==> src/design/bvm_pkg.sv <==
// ----------------------------------------------------------------------------
// bvm_pkg
// shared types, register indexes, band codes and constants
// ----------------------------------------------------------------------------
package bvm_pkg;

	localparam int WINDOW_DEF     = 4;
	localparam int NOMINAL_MV_DEF = 12000;

	localparam int MV_W    = 16;
	localparam int HYST_W  = 12;
	localparam int BAND_W  = 3;
	localparam int PCT_W   = 7;
	localparam int CFG_IDX_W  = 3;
	localparam int CFG_DATA_W = 16;

	localparam logic [CFG_IDX_W-1:0] CFG_DISABLE_LOW  = 3'd0;
	localparam logic [CFG_IDX_W-1:0] CFG_WARN_LOW     = 3'd1;
	localparam logic [CFG_IDX_W-1:0] CFG_WARN_HIGH    = 3'd2;
	localparam logic [CFG_IDX_W-1:0] CFG_DISABLE_HIGH = 3'd3;
	localparam logic [CFG_IDX_W-1:0] CFG_HYSTERESIS   = 3'd4;

	localparam logic [MV_W-1:0]   DISABLE_LOW_RST  = 16'd9000;
	localparam logic [MV_W-1:0]   WARN_LOW_RST     = 16'd10500;
	localparam logic [MV_W-1:0]   WARN_HIGH_RST    = 16'd15000;
	localparam logic [MV_W-1:0]   DISABLE_HIGH_RST = 16'd16000;
	localparam logic [HYST_W-1:0] HYSTERESIS_RST   = 12'd500;

	localparam logic [BAND_W-1:0] BAND_DIS_LO  = 3'd0;
	localparam logic [BAND_W-1:0] BAND_WARN_LO = 3'd1;
	localparam logic [BAND_W-1:0] BAND_NORMAL  = 3'd2;
	localparam logic [BAND_W-1:0] BAND_WARN_HI = 3'd3;
	localparam logic [BAND_W-1:0] BAND_DIS_HI  = 3'd4;

	localparam logic [MV_W-1:0]  SOC_FULL_MV  = 16'd12600;
	localparam logic [MV_W-1:0]  SOC_EMPTY_MV = 16'd10500;
	localparam logic [PCT_W-1:0] SOC_MAX      = 7'd100;
	// span 2100 mv over 100 percent is a divide by 21
	localparam int SOC_DIFF_W  = 12;
	localparam int SOC_SHIFT   = 16;
	localparam logic [11:0] SOC_RECIP = 12'd3121;

	typedef struct packed {
		logic [MV_W-1:0]   trip_lo;
		logic [MV_W-1:0]   alert_lo;
		logic [MV_W-1:0]   alert_hi;
		logic [MV_W-1:0]   trip_hi;
		logic [HYST_W-1:0] hysteresis;
	} cfg_t;

endpackage

==> src/design/bvm_window.sv <==
// ----------------------------------------------------------------------------
// bvm_window
// sample ring with running sum, first pipeline stage
// ----------------------------------------------------------------------------
module bvm_window #(
	parameter int WINDOW     = bvm_pkg::WINDOW_DEF,
	parameter int NOMINAL_MV = bvm_pkg::NOMINAL_MV_DEF,
	parameter int SUM_W      = bvm_pkg::MV_W + $clog2(WINDOW)
) (
	input  logic                     clk,
	input  logic                     arst_n,
	input  logic                     in_valid,
	output logic                     in_stall,
	input  logic [bvm_pkg::MV_W-1:0] sample_mv,
	output logic                     vld_s1,
	output logic [SUM_W-1:0]         sum_s1,
	input  logic                     rdy_s2
);

	localparam int SLOT_W = (WINDOW > 1) ? $clog2(WINDOW) : 1;
	localparam logic [bvm_pkg::MV_W-1:0] NOM = bvm_pkg::MV_W'(NOMINAL_MV);
	localparam logic [SUM_W-1:0] SUM_RST = SUM_W'(WINDOW * NOMINAL_MV);
	localparam logic [SLOT_W-1:0] SLOT_LAST = SLOT_W'(WINDOW - 1);

	logic [bvm_pkg::MV_W-1:0] ring_q [WINDOW];
	logic [SLOT_W-1:0]        slot_q;
	logic [SUM_W-1:0]         sum_q;
	logic                     vld_q;
	logic                     rdy_s1;
	logic                     accept;
	logic [SUM_W-1:0]         sum_nxt;

	assign rdy_s1   = !vld_q || rdy_s2;
	assign in_stall = !rdy_s1;
	assign accept   = in_valid && rdy_s1;
	assign sum_nxt  = sum_q + SUM_W'(sample_mv) - SUM_W'(ring_q[slot_q]);

	always_ff @(posedge clk or negedge arst_n) begin
		if (!arst_n) begin
			for (int k = 0; k < WINDOW; k++) begin
				ring_q[k] <= NOM;
			end
			slot_q <= '0;
			sum_q  <= SUM_RST;
			vld_q  <= 1'b0;
		end else begin
			if (rdy_s1) begin
				vld_q <= in_valid;
			end
			if (accept) begin
				ring_q[slot_q] <= sample_mv;
				sum_q          <= sum_nxt;
				slot_q         <= (slot_q == SLOT_LAST) ? '0 : slot_q + 1'b1;
			end
		end
	end

	// the running sum is the stage one payload
	assign vld_s1 = vld_q;
	assign sum_s1 = sum_q;

endmodule

==> src/design/bvm_divide.sv <==
// ----------------------------------------------------------------------------
// bvm_divide
// sum over window length by reciprocal multiply and one correction step
// ----------------------------------------------------------------------------
module bvm_divide #(
	parameter int WINDOW = bvm_pkg::WINDOW_DEF,
	parameter int SUM_W  = bvm_pkg::MV_W + $clog2(WINDOW)
) (
	input  logic                     clk,
	input  logic                     arst_n,
	input  logic                     vld_s1,
	input  logic [SUM_W-1:0]         sum_s1,
	output logic                     rdy_s2,
	output logic                     vld_s3,
	output logic [bvm_pkg::MV_W-1:0] avg_s3,
	input  logic                     rdy_s4
);

	localparam int K      = SUM_W;
	localparam int RCP_W  = K + 1;
	localparam int PROD_W = SUM_W + RCP_W;
	localparam longint unsigned RCP_VAL = (64'd1 << K) / WINDOW;
	localparam logic [RCP_W-1:0] RECIP  = RCP_W'(RCP_VAL);
	localparam logic [SUM_W-1:0] WIN    = SUM_W'(WINDOW);

	logic                     vld_s2;
	logic [PROD_W-1:0]        prod_s2;
	logic [SUM_W-1:0]         sum_s2;
	logic                     vld_q;
	logic [bvm_pkg::MV_W-1:0] avg_q;
	logic                     rdy_s3;
	logic [bvm_pkg::MV_W-1:0] q_est;
	logic [SUM_W-1:0]         rem;

	assign rdy_s3 = !vld_q || rdy_s4;
	assign rdy_s2 = !vld_s2 || rdy_s3;

	always_ff @(posedge clk or negedge arst_n) begin
		if (!arst_n) begin
			vld_s2 <= 1'b0;
			vld_q  <= 1'b0;
		end else begin
			if (rdy_s2) begin
				vld_s2 <= vld_s1;
			end
			if (rdy_s3) begin
				vld_q <= vld_s2;
			end
		end
	end

	always_ff @(posedge clk) begin
		if (rdy_s2 && vld_s1) begin
			prod_s2 <= PROD_W'(sum_s1) * PROD_W'(RECIP);
			sum_s2  <= sum_s1;
		end
		if (rdy_s3 && vld_s2) begin
			avg_q <= (rem >= WIN) ? q_est + 1'b1 : q_est;
		end
	end

	// estimate is exact or one short
	assign q_est = prod_s2[K +: bvm_pkg::MV_W];
	assign rem   = sum_s2 - SUM_W'(SUM_W'(q_est) * WIN);

	assign vld_s3 = vld_q;
	assign avg_s3 = avg_q;

endmodule

==> src/design/bvm_classify.sv <==
// ----------------------------------------------------------------------------
// bvm_classify
// band decision with hysteresis, charge estimate, result register
// ----------------------------------------------------------------------------
module bvm_classify (
	input  logic                       clk,
	input  logic                       arst_n,
	input  bvm_pkg::cfg_t              cfg,
	input  logic                       vld_s3,
	input  logic [bvm_pkg::MV_W-1:0]   avg_s3,
	output logic                       rdy_s4,
	output logic                       out_valid,
	input  logic                       out_stall,
	output logic [bvm_pkg::MV_W-1:0]   average_mv,
	output logic [bvm_pkg::BAND_W-1:0] band,
	output logic                       fault,
	output logic [bvm_pkg::PCT_W-1:0]  charge_percent
);

	localparam int EXT_W  = bvm_pkg::MV_W + 1;
	localparam int SOC_PW = bvm_pkg::SOC_DIFF_W + 12;

	logic                       vld_q;
	logic [bvm_pkg::MV_W-1:0]   avg_s4;
	logic [bvm_pkg::BAND_W-1:0] band_q;
	logic                       fault_q;
	logic [bvm_pkg::PCT_W-1:0]  charge_q;
	logic                       load;

	logic [EXT_W-1:0]           avg_x;
	logic [EXT_W-1:0]           avg_h;
	logic [EXT_W-1:0]           hyst_x;
	logic [bvm_pkg::BAND_W-1:0] raw_band;
	logic [bvm_pkg::BAND_W-1:0] new_band;
	logic [bvm_pkg::MV_W-1:0]   soc_diff;
	logic [SOC_PW-1:0]          soc_prod;
	logic [bvm_pkg::PCT_W-1:0]  target;

	assign rdy_s4 = !vld_q || !out_stall;
	assign load   = rdy_s4 && vld_s3;

	assign hyst_x = EXT_W'(cfg.hysteresis);
	assign avg_x  = EXT_W'(avg_s3);
	assign avg_h  = avg_x + hyst_x;

	always_comb begin
		if (avg_s3 < cfg.trip_lo) begin
			raw_band = bvm_pkg::BAND_DIS_LO;
		end else if (avg_s3 < cfg.alert_lo) begin
			raw_band = bvm_pkg::BAND_WARN_LO;
		end else if (avg_s3 < cfg.alert_hi) begin
			raw_band = bvm_pkg::BAND_NORMAL;
		end else if (avg_s3 < cfg.trip_hi) begin
			raw_band = bvm_pkg::BAND_WARN_HI;
		end else begin
			raw_band = bvm_pkg::BAND_DIS_HI;
		end

		new_band = raw_band;
		if (band_q == bvm_pkg::BAND_DIS_LO &&
				avg_x < EXT_W'(cfg.trip_lo) + hyst_x) begin
			new_band = bvm_pkg::BAND_DIS_LO;
		end
		if (band_q == bvm_pkg::BAND_WARN_LO && new_band == bvm_pkg::BAND_NORMAL &&
				avg_x < EXT_W'(cfg.alert_lo) + hyst_x) begin
			new_band = bvm_pkg::BAND_WARN_LO;
		end
		if (band_q == bvm_pkg::BAND_DIS_HI && avg_h >= EXT_W'(cfg.trip_hi)) begin
			new_band = bvm_pkg::BAND_DIS_HI;
		end
		if (band_q == bvm_pkg::BAND_WARN_HI && new_band == bvm_pkg::BAND_NORMAL &&
				avg_h >= EXT_W'(cfg.alert_hi)) begin
			new_band = bvm_pkg::BAND_WARN_HI;
		end
	end

	// divide by 21 through reciprocal, exact over the span
	assign soc_diff = avg_s3 - bvm_pkg::SOC_EMPTY_MV;
	assign soc_prod = SOC_PW'(soc_diff[bvm_pkg::SOC_DIFF_W-1:0]) * SOC_PW'(bvm_pkg::SOC_RECIP);

	always_comb begin
		if (avg_s3 >= bvm_pkg::SOC_FULL_MV) begin
			target = bvm_pkg::SOC_MAX;
		end else if (avg_s3 <= bvm_pkg::SOC_EMPTY_MV) begin
			target = '0;
		end else begin
			target = soc_prod[bvm_pkg::SOC_SHIFT +: bvm_pkg::PCT_W];
		end
	end

	always_ff @(posedge clk or negedge arst_n) begin
		if (!arst_n) begin
			vld_q    <= 1'b0;
			band_q   <= bvm_pkg::BAND_NORMAL;
			fault_q  <= 1'b0;
			charge_q <= bvm_pkg::SOC_MAX;
		end else begin
			if (rdy_s4) begin
				vld_q <= vld_s3;
			end
			if (load) begin
				band_q  <= new_band;
				fault_q <= (new_band == bvm_pkg::BAND_DIS_LO) ||
					(new_band == bvm_pkg::BAND_DIS_HI);
				if (target < charge_q) begin
					charge_q <= target;
				end
			end
		end
	end

	always_ff @(posedge clk) begin
		if (load) begin
			avg_s4 <= avg_s3;
		end
	end

	assign out_valid      = vld_q;
	assign average_mv     = avg_s4;
	assign band           = band_q;
	assign fault          = fault_q;
	assign charge_percent = charge_q;

endmodule

==> src/design/battery_voltage_monitor.sv <==
// flow: each accepted sample word is registered in every stage in turn
// throughput: one sample per cycle unless in_stall is high, set by the four-stage
//   pipeline (running sum, reciprocal multiply, correction, band and charge)
// reset: ring holds the nominal voltage, band normal, charge 100 percent,
//   registers at their documented reset values; no clearing pass
// ----------------------------------------------------------------------------
// battery_voltage_monitor
// moving average over a sample ring, banded with hysteresis, charge estimate
// ----------------------------------------------------------------------------
module battery_voltage_monitor #(
	parameter int WINDOW     = bvm_pkg::WINDOW_DEF,
	parameter int NOMINAL_MV = bvm_pkg::NOMINAL_MV_DEF
) (
	input  logic                           clk,
	input  logic                           arst_n,
	input  logic                           cfg_write,
	input  logic [bvm_pkg::CFG_IDX_W-1:0]  cfg_index,
	input  logic [bvm_pkg::CFG_DATA_W-1:0] cfg_data,
	input  logic                           in_valid,
	output logic                           in_stall,
	input  logic [bvm_pkg::MV_W-1:0]       sample_mv,
	output logic                           out_valid,
	input  logic                           out_stall,
	output logic [bvm_pkg::MV_W-1:0]       average_mv,
	output logic [bvm_pkg::BAND_W-1:0]     band,
	output logic                           fault,
	output logic [bvm_pkg::PCT_W-1:0]      charge_percent
);

	localparam int SUM_W = bvm_pkg::MV_W + $clog2(WINDOW);

	bvm_pkg::cfg_t            cfg_q;
	logic                     vld_s1;
	logic [SUM_W-1:0]         sum_s1;
	logic                     rdy_s2;
	logic                     vld_s3;
	logic [bvm_pkg::MV_W-1:0] avg_s3;
	logic                     rdy_s4;

	always_ff @(posedge clk or negedge arst_n) begin
		if (!arst_n) begin
			cfg_q.trip_lo    <= bvm_pkg::DISABLE_LOW_RST;
			cfg_q.alert_lo   <= bvm_pkg::WARN_LOW_RST;
			cfg_q.alert_hi   <= bvm_pkg::WARN_HIGH_RST;
			cfg_q.trip_hi    <= bvm_pkg::DISABLE_HIGH_RST;
			cfg_q.hysteresis <= bvm_pkg::HYSTERESIS_RST;
		end else if (cfg_write) begin
			case (cfg_index)
				bvm_pkg::CFG_DISABLE_LOW:  cfg_q.trip_lo  <= cfg_data;
				bvm_pkg::CFG_WARN_LOW:     cfg_q.alert_lo <= cfg_data;
				bvm_pkg::CFG_WARN_HIGH:    cfg_q.alert_hi <= cfg_data;
				bvm_pkg::CFG_DISABLE_HIGH: cfg_q.trip_hi  <= cfg_data;
				bvm_pkg::CFG_HYSTERESIS:
					cfg_q.hysteresis <= cfg_data[bvm_pkg::HYST_W-1:0];
				default: ;
			endcase
		end
	end

	bvm_window #(
		.WINDOW     (WINDOW),
		.NOMINAL_MV (NOMINAL_MV),
		.SUM_W      (SUM_W)
	) u_window (
		.clk       (clk),
		.arst_n    (arst_n),
		.in_valid  (in_valid),
		.in_stall  (in_stall),
		.sample_mv (sample_mv),
		.vld_s1    (vld_s1),
		.sum_s1    (sum_s1),
		.rdy_s2    (rdy_s2)
	);

	bvm_divide #(
		.WINDOW (WINDOW),
		.SUM_W  (SUM_W)
	) u_divide (
		.clk    (clk),
		.arst_n (arst_n),
		.vld_s1 (vld_s1),
		.sum_s1 (sum_s1),
		.rdy_s2 (rdy_s2),
		.vld_s3 (vld_s3),
		.avg_s3 (avg_s3),
		.rdy_s4 (rdy_s4)
	);

	bvm_classify u_classify (
		.clk            (clk),
		.arst_n         (arst_n),
		.cfg            (cfg_q),
		.vld_s3         (vld_s3),
		.avg_s3         (avg_s3),
		.rdy_s4         (rdy_s4),
		.out_valid      (out_valid),
		.out_stall      (out_stall),
		.average_mv     (average_mv),
		.band           (band),
		.fault          (fault),
		.charge_percent (charge_percent)
	);

endmodule

==> config.mk <==
export PLATFORM = sky130hd
export DESIGN_NAME = battery_voltage_monitor
export DESIGN_NICKNAME = d
export VERILOG_FILES = /design/src/design/bvm_pkg.sv /design/src/design/bvm_window.sv /design/src/design/bvm_divide.sv /design/src/design/bvm_classify.sv /design/src/design/battery_voltage_monitor.sv
export SDC_FILE = /design/constraint.sdc
export NUM_CORES = 1
export LEC_CHECK = 0
export ABC_AREA = 1
export BUFFER_PORTS_ARGS = -buffer_cell sky130_fd_sc_hd__buf_2
export CAP_MARGIN = 20
export CORE_AREA = 10 10 199 201
export CTS_BUF_LIST = sky130_fd_sc_hd__clkbuf_8
export DETAILED_ROUTE_END_ITERATION = 16
export DIE_AREA = 0 0 209 211
export GPL_TIMING_DRIVEN = 0
export SYNTH_ARGS = -nofsm -noshare
export SYNTH_HDL_FRONTEND = slang
export SYNTH_SLANG_ARGS = --single-unit
export TNS_END_PERCENT = 10
==> constraint.sdc <==
create_clock -name clk -period 8.3 [get_ports clk]
set_clock_uncertainty 0.15 [all_clocks]
set_input_delay 0.415 -clock clk [delete_from_list [all_inputs] [get_ports clk]]
set_output_delay 0.415 -clock clk [all_outputs]
set_load 0.03 [all_outputs]
==> insert_results.sql <==
INSERT INTO impl_metrics (metric_group, metric, value, unit) VALUES
('routing', 'postRouteAntennaNets', '0', ''),
('synthesis', 'muxShareOfSynthArea', '0', ''),
('sta', 'finalSetupViolCount', '0', ''),
('synthesis', 'portion_of_the_post_synthesis_area_used_by_sequential_elements', '0.3515', ''),
('synthesis', 'async_reset_ff_frac', '0.7848', ''),
('setup_path', 'critical_path_required', '8.62', 'ns'),
('setup_path', 'critical_path.reg2reg.startpoint', 'u_divide.avg_s3[2]$_DFFE_PP_', ''),
('layout', 'fin_nets', '2500', ''),
('clock_tree', 'cts_max_path_buffers', '3', ''),
('synthesis', 'synth_simple_gate_area_frac', '0.1704', ''),
('synthesis', 'compound_gate_portion_of_the_synthesized_area', '0.1322', ''),
('synthesis', 'postSynthCellCount', '2037', ''),
('routing', 'detailedRoute.firstIterationViolations', '706', ''),
('clock_tree', 'clockRootBuffer', 'sky130_fd_sc_hd__clkbuf_8', ''),
('setup_path', 'slowest_delay', '0.68', 'ns'),
('sta', 'period_minus_slack', '7.380', 'ns'),
('synthesis', 'netlist.area_leader.share', '0.1937', ''),
('floorplan', 'io_pins', '69', ''),
('routing', 'drt_pass1_iterations', '5', ''),
('layout', 'final_cells', '2659', ''),
('setup_path', 'rr_worst_depth', '32', ''),
('clock_tree', 'cts.repair_timing.setup_buffer_count', '0', ''),
('synthesis', 'yosysTopAreaCell', 'sky130_fd_sc_hd__ha_1', ''),
('synthesis', 'synth.most_common_cell', 'sky130_fd_sc_hd__nand2_1', ''),
('floorplan', 'effective_utilization_at_floorplan', '0.4746', ''),
('synthesis', 'synth.cell_area', '16800', 'µm²'),
('setup_path', 'startpoint', 'u_divide.avg_s3[2]$_DFFE_PP_', ''),
('layout', 'layout-area-overhead-vs-synth', '11.94', '%'),
('sta', 'max_freq', '0.1355', 'GHz'),
('synthesis', 'synthAdderAreaFrac', '0.2354', ''),
('global_routing', 'first_global_vias', '14246', ''),
('synthesis', 'yosys.area_share.xor_xnor', '0.03277', ''),
('layout', 'antenna_cells_inserted', '0', ''),
('status', 'result_of_the_run', 'completed', ''),
('setup_path', 'crit_path_frequent_cell', 'sky130_fd_sc_hd__nand2_1', ''),
('global_routing', 'grt_max_degree', '112', ''),
('synthesis', 'synth-edff-count', '48', ''),
('clock_tree', 'ctsHtreeMaxLevel', '2', ''),
('routing', 'routed-via-count', '13858', ''),
('global_routing', 'global_route.overflow_total', '0', ''),
('floorplan', 'row_count', '69', ''),
('setup_path', 'slowest_stage', 'sky130_fd_sc_hd__edfxtp_1', ''),
('synthesis', 'synth_area_leaders', 'sky130_fd_sc_hd__ha_1 (19%), sky130_fd_sc_hd__dfrtp_1 (16%), sky130_fd_sc_hd__dfstp_2 (10%)', ''),
('floorplan', 'fp.dieH', '211', 'µm'),
('sta', 'min_period_over_period', '0.8891', ''),
('synthesis', 'main_combinational_cell_family_by_area_after_synthesis', 'adder cells', ''),
('place', 'place.detailed.hpwl', '35.47', 'mm'),
('routing', 'route.detailed.drc', '0', ''),
('synthesis', 'netlist-cell-type-count', '46', ''),
('place', 'io_buffer_count', '68', ''),
('setup_path', 'startpoint_type', 'flip-flop', ''),
('min_path', 'hold_path.startpoint', 'cfg_data[3]', ''),
('min_path', 'hold_path.class', 'in2reg', ''),
('routing', 'wire_per_inst', '16.70', 'µm'),
('synthesis', 'yosys_most_used_dff', 'sky130_fd_sc_hd__dfrtp_1', ''),
('global_routing', 'global_route.usage.total', '0.2021', ''),
('clock_tree', 'cts.clk_slew.worst_paths', '0.06', 'ns'),
('setup_path', 'crit_type', 'reg2reg', ''),
('floorplan', 'die-area', '44100', 'µm²'),
('global_routing', 'grt_pass1_wl', '72.35', 'mm'),
('synthesis', 'synth.top_cells.by_count', 'sky130_fd_sc_hd__nand2_1 (455), sky130_fd_sc_hd__inv_1 (305), sky130_fd_sc_hd__ha_1 (260), sky130_fd_sc_hd__o21ai_0 (212), sky130_fd_sc_hd__nor2_1 (119)', ''),
('place', 'gp_congestion', '0.9392', ''),
('floorplan', 'die_w', '209', 'µm'),
('setup_path', 'arrival', '7.70', 'ns'),
('routing', 'route.final.wire_length', '44.42', 'mm'),
('global_routing', 'initial_antenna_violation_count', '0', ''),
('clock_tree', 'clock_insertion_delay_worst_skew', '0.60', 'ns'),
('min_path', 'hold_depth', '3', ''),
('layout', 'layout_cell_share_with_drive_strength_beyond_1', '0.1037', ''),
('synthesis', 'synth.ff_latch_count', '223', ''),
('sta', 'rsz0062_at_grt', 'no', '');
-- through the flow --
step	worst slack [ns]	hold slack, ns	instance area, µm²	utilization
2_1_floorplan	2.023	-0.03059	16800	-
3_3_place_gp	1.038	0.2509	17720	0.5005
3_5_place_dp	0.9968	0.2484	17760	0.5018
4_1_cts	0.9580	0.006568	18800	0.5312
5_1_grt	0.4078	0.04475	18800	0.5312
6_report	0.9204	0.05110	18800	0.5312
-- what timing repair did --
item / in CTS / in global routing
hold buffers: 15 / 0
resized for setup: 0 / 0
endpoints found under the hold margin: 92 / 0
-- cell families (layout without fill, tap and decap cells) --
kind of cell / count (synthesis) / in the layout
and+or+nand+nor: 701 / 701
AOI/OAI and AO/OA: 409 / 409
xor gates and xnor gates: 62 / 62
DFF: 223 / 223
adders and majority gates: 295 / 295
buffers and inverters: 347 / 508
-- per-layer routing --
| metal | global-route usage | share of wire | vias up |
|---|---|---|---|
| met5 | 0 | 0 | - |
| met4 | 0.09179 | 0.037 | 0 |
| met3 | 0.02543 | 0.033 | 96 |
| met2 | 0.3653 | 0.50 | 247 |
| met1 | 0.2340 | 0.43 | 6497 |
| li1 | - | - | 7018 |
-- state kept, by name, indices dropped and copies added, names as in the netlist, 2 cells and up --
signal                     cells
u_classify.band                3
cfg_q                         76
u_divide.sum_s2               16
u_window.ring_q               64
u_window.slot_q                2
u_window.sum_s1               18
u_divide.avg_s3               16
u_classify.average_mv         16
u_classify.charge_percent      7
-- worst paths after layout --
kind | end | slack (ns)
worst max-delay path | u_classify.charge_percent[4]$_DFFE_PN0P_ | 0.92
worst min-delay path | cfg_q[15]$_DFFE_PN0P_ | 0.05
worst max register to register | u_classify.charge_percent[4]$_DFFE_PN0P_ | 0.92
worst min register to register | u_divide.avg_s3[6]$_DFFE_PP_ | 0.26
max in group asynchronous | cfg_q[42]$_DFFE_PN0P_ | 6.84
min in group asynchronous | u_window.ring_q[34]$_DFFE_PN0P_ | 0.19
-- layout by cell type (no fill, tap or decap), types with 4 or more instances in the layout --
cell type                       Yosys  routed
sky130_fd_sc_hd__dfrtp_1          108     108
sky130_fd_sc_hd__o31ai_1            4       4
sky130_fd_sc_hd__o22ai_1           21      21
sky130_fd_sc_hd__nor4_1             6       6
sky130_fd_sc_hd__a211oi_1           8       8
sky130_fd_sc_hd__a21oi_1          118     118
sky130_fd_sc_hd__o21ai_1            8       8
sky130_fd_sc_hd__xnor2_1           21      21
sky130_fd_sc_hd__ha_1             260     260
sky130_fd_sc_hd__xor2_1            40      40
sky130_fd_sc_hd__a21o_1             5       5
sky130_fd_sc_hd__buf_2              3      70
sky130_fd_sc_hd__dlygate4sd3_1      0      15
sky130_fd_sc_hd__clkbuf_8           0      49
sky130_fd_sc_hd__clkinv_1           0       4
sky130_fd_sc_hd__clkbuf_1          31      31
sky130_fd_sc_hd__nand3b_1           4       4
sky130_fd_sc_hd__o21ai_0          212     212
sky130_fd_sc_hd__buf_1              5       5
sky130_fd_sc_hd__a31oi_1            6       6
sky130_fd_sc_hd__dfstp_2           67      67
sky130_fd_sc_hd__nor2_1           119     119
sky130_fd_sc_hd__clkinv_2           0       7
sky130_fd_sc_hd__inv_1            305     314
sky130_fd_sc_hd__nor3_1            16      16
sky130_fd_sc_hd__nand2_1          455     455
sky130_fd_sc_hd__edfxtp_1          48      48
sky130_fd_sc_hd__a21oi_2            5       5
sky130_fd_sc_hd__fa_1              35      35
sky130_fd_sc_hd__nand4_1           21      21
sky130_fd_sc_hd__o211ai_1           5       5
sky130_fd_sc_hd__nand3_1           68      68
-- area by class of cell --
cell class / instances / area, µm² / share of cell area
buffer: 39 / 150.1 / 0.007985
clock buffer: 49 / 674.4 / 0.03586
clock inverter: 27 / 219.0 / 0.01164
inverter: 308 / 1156 / 0.06148
multi-input combinational: 1467 / 9588 / 0.5099
sequential: 223 / 5904 / 0.3140
tap: 461 / 576.8 / 0.03067
timing repair buffer: 85 / 535.5 / 0.02848
-- worst max-delay path, delay by kind of cell, from the launching register on --
kind | cells | cell delay (ns)
buffers and inverters | 5 | 0.56
XOR/XNOR | 1 | 0.24
flip-flops | 1 | 0.68
AO/OA/AOI/OAI | 2 | 0.81
adder cells (fa/ha/maj) | 8 | 2.87
AND/OR/NAND/NOR | 16 | 1.92
Power is not shown: default switching activity piles up to over one toggle a cycle in this logic, so the estimate is an artifact.
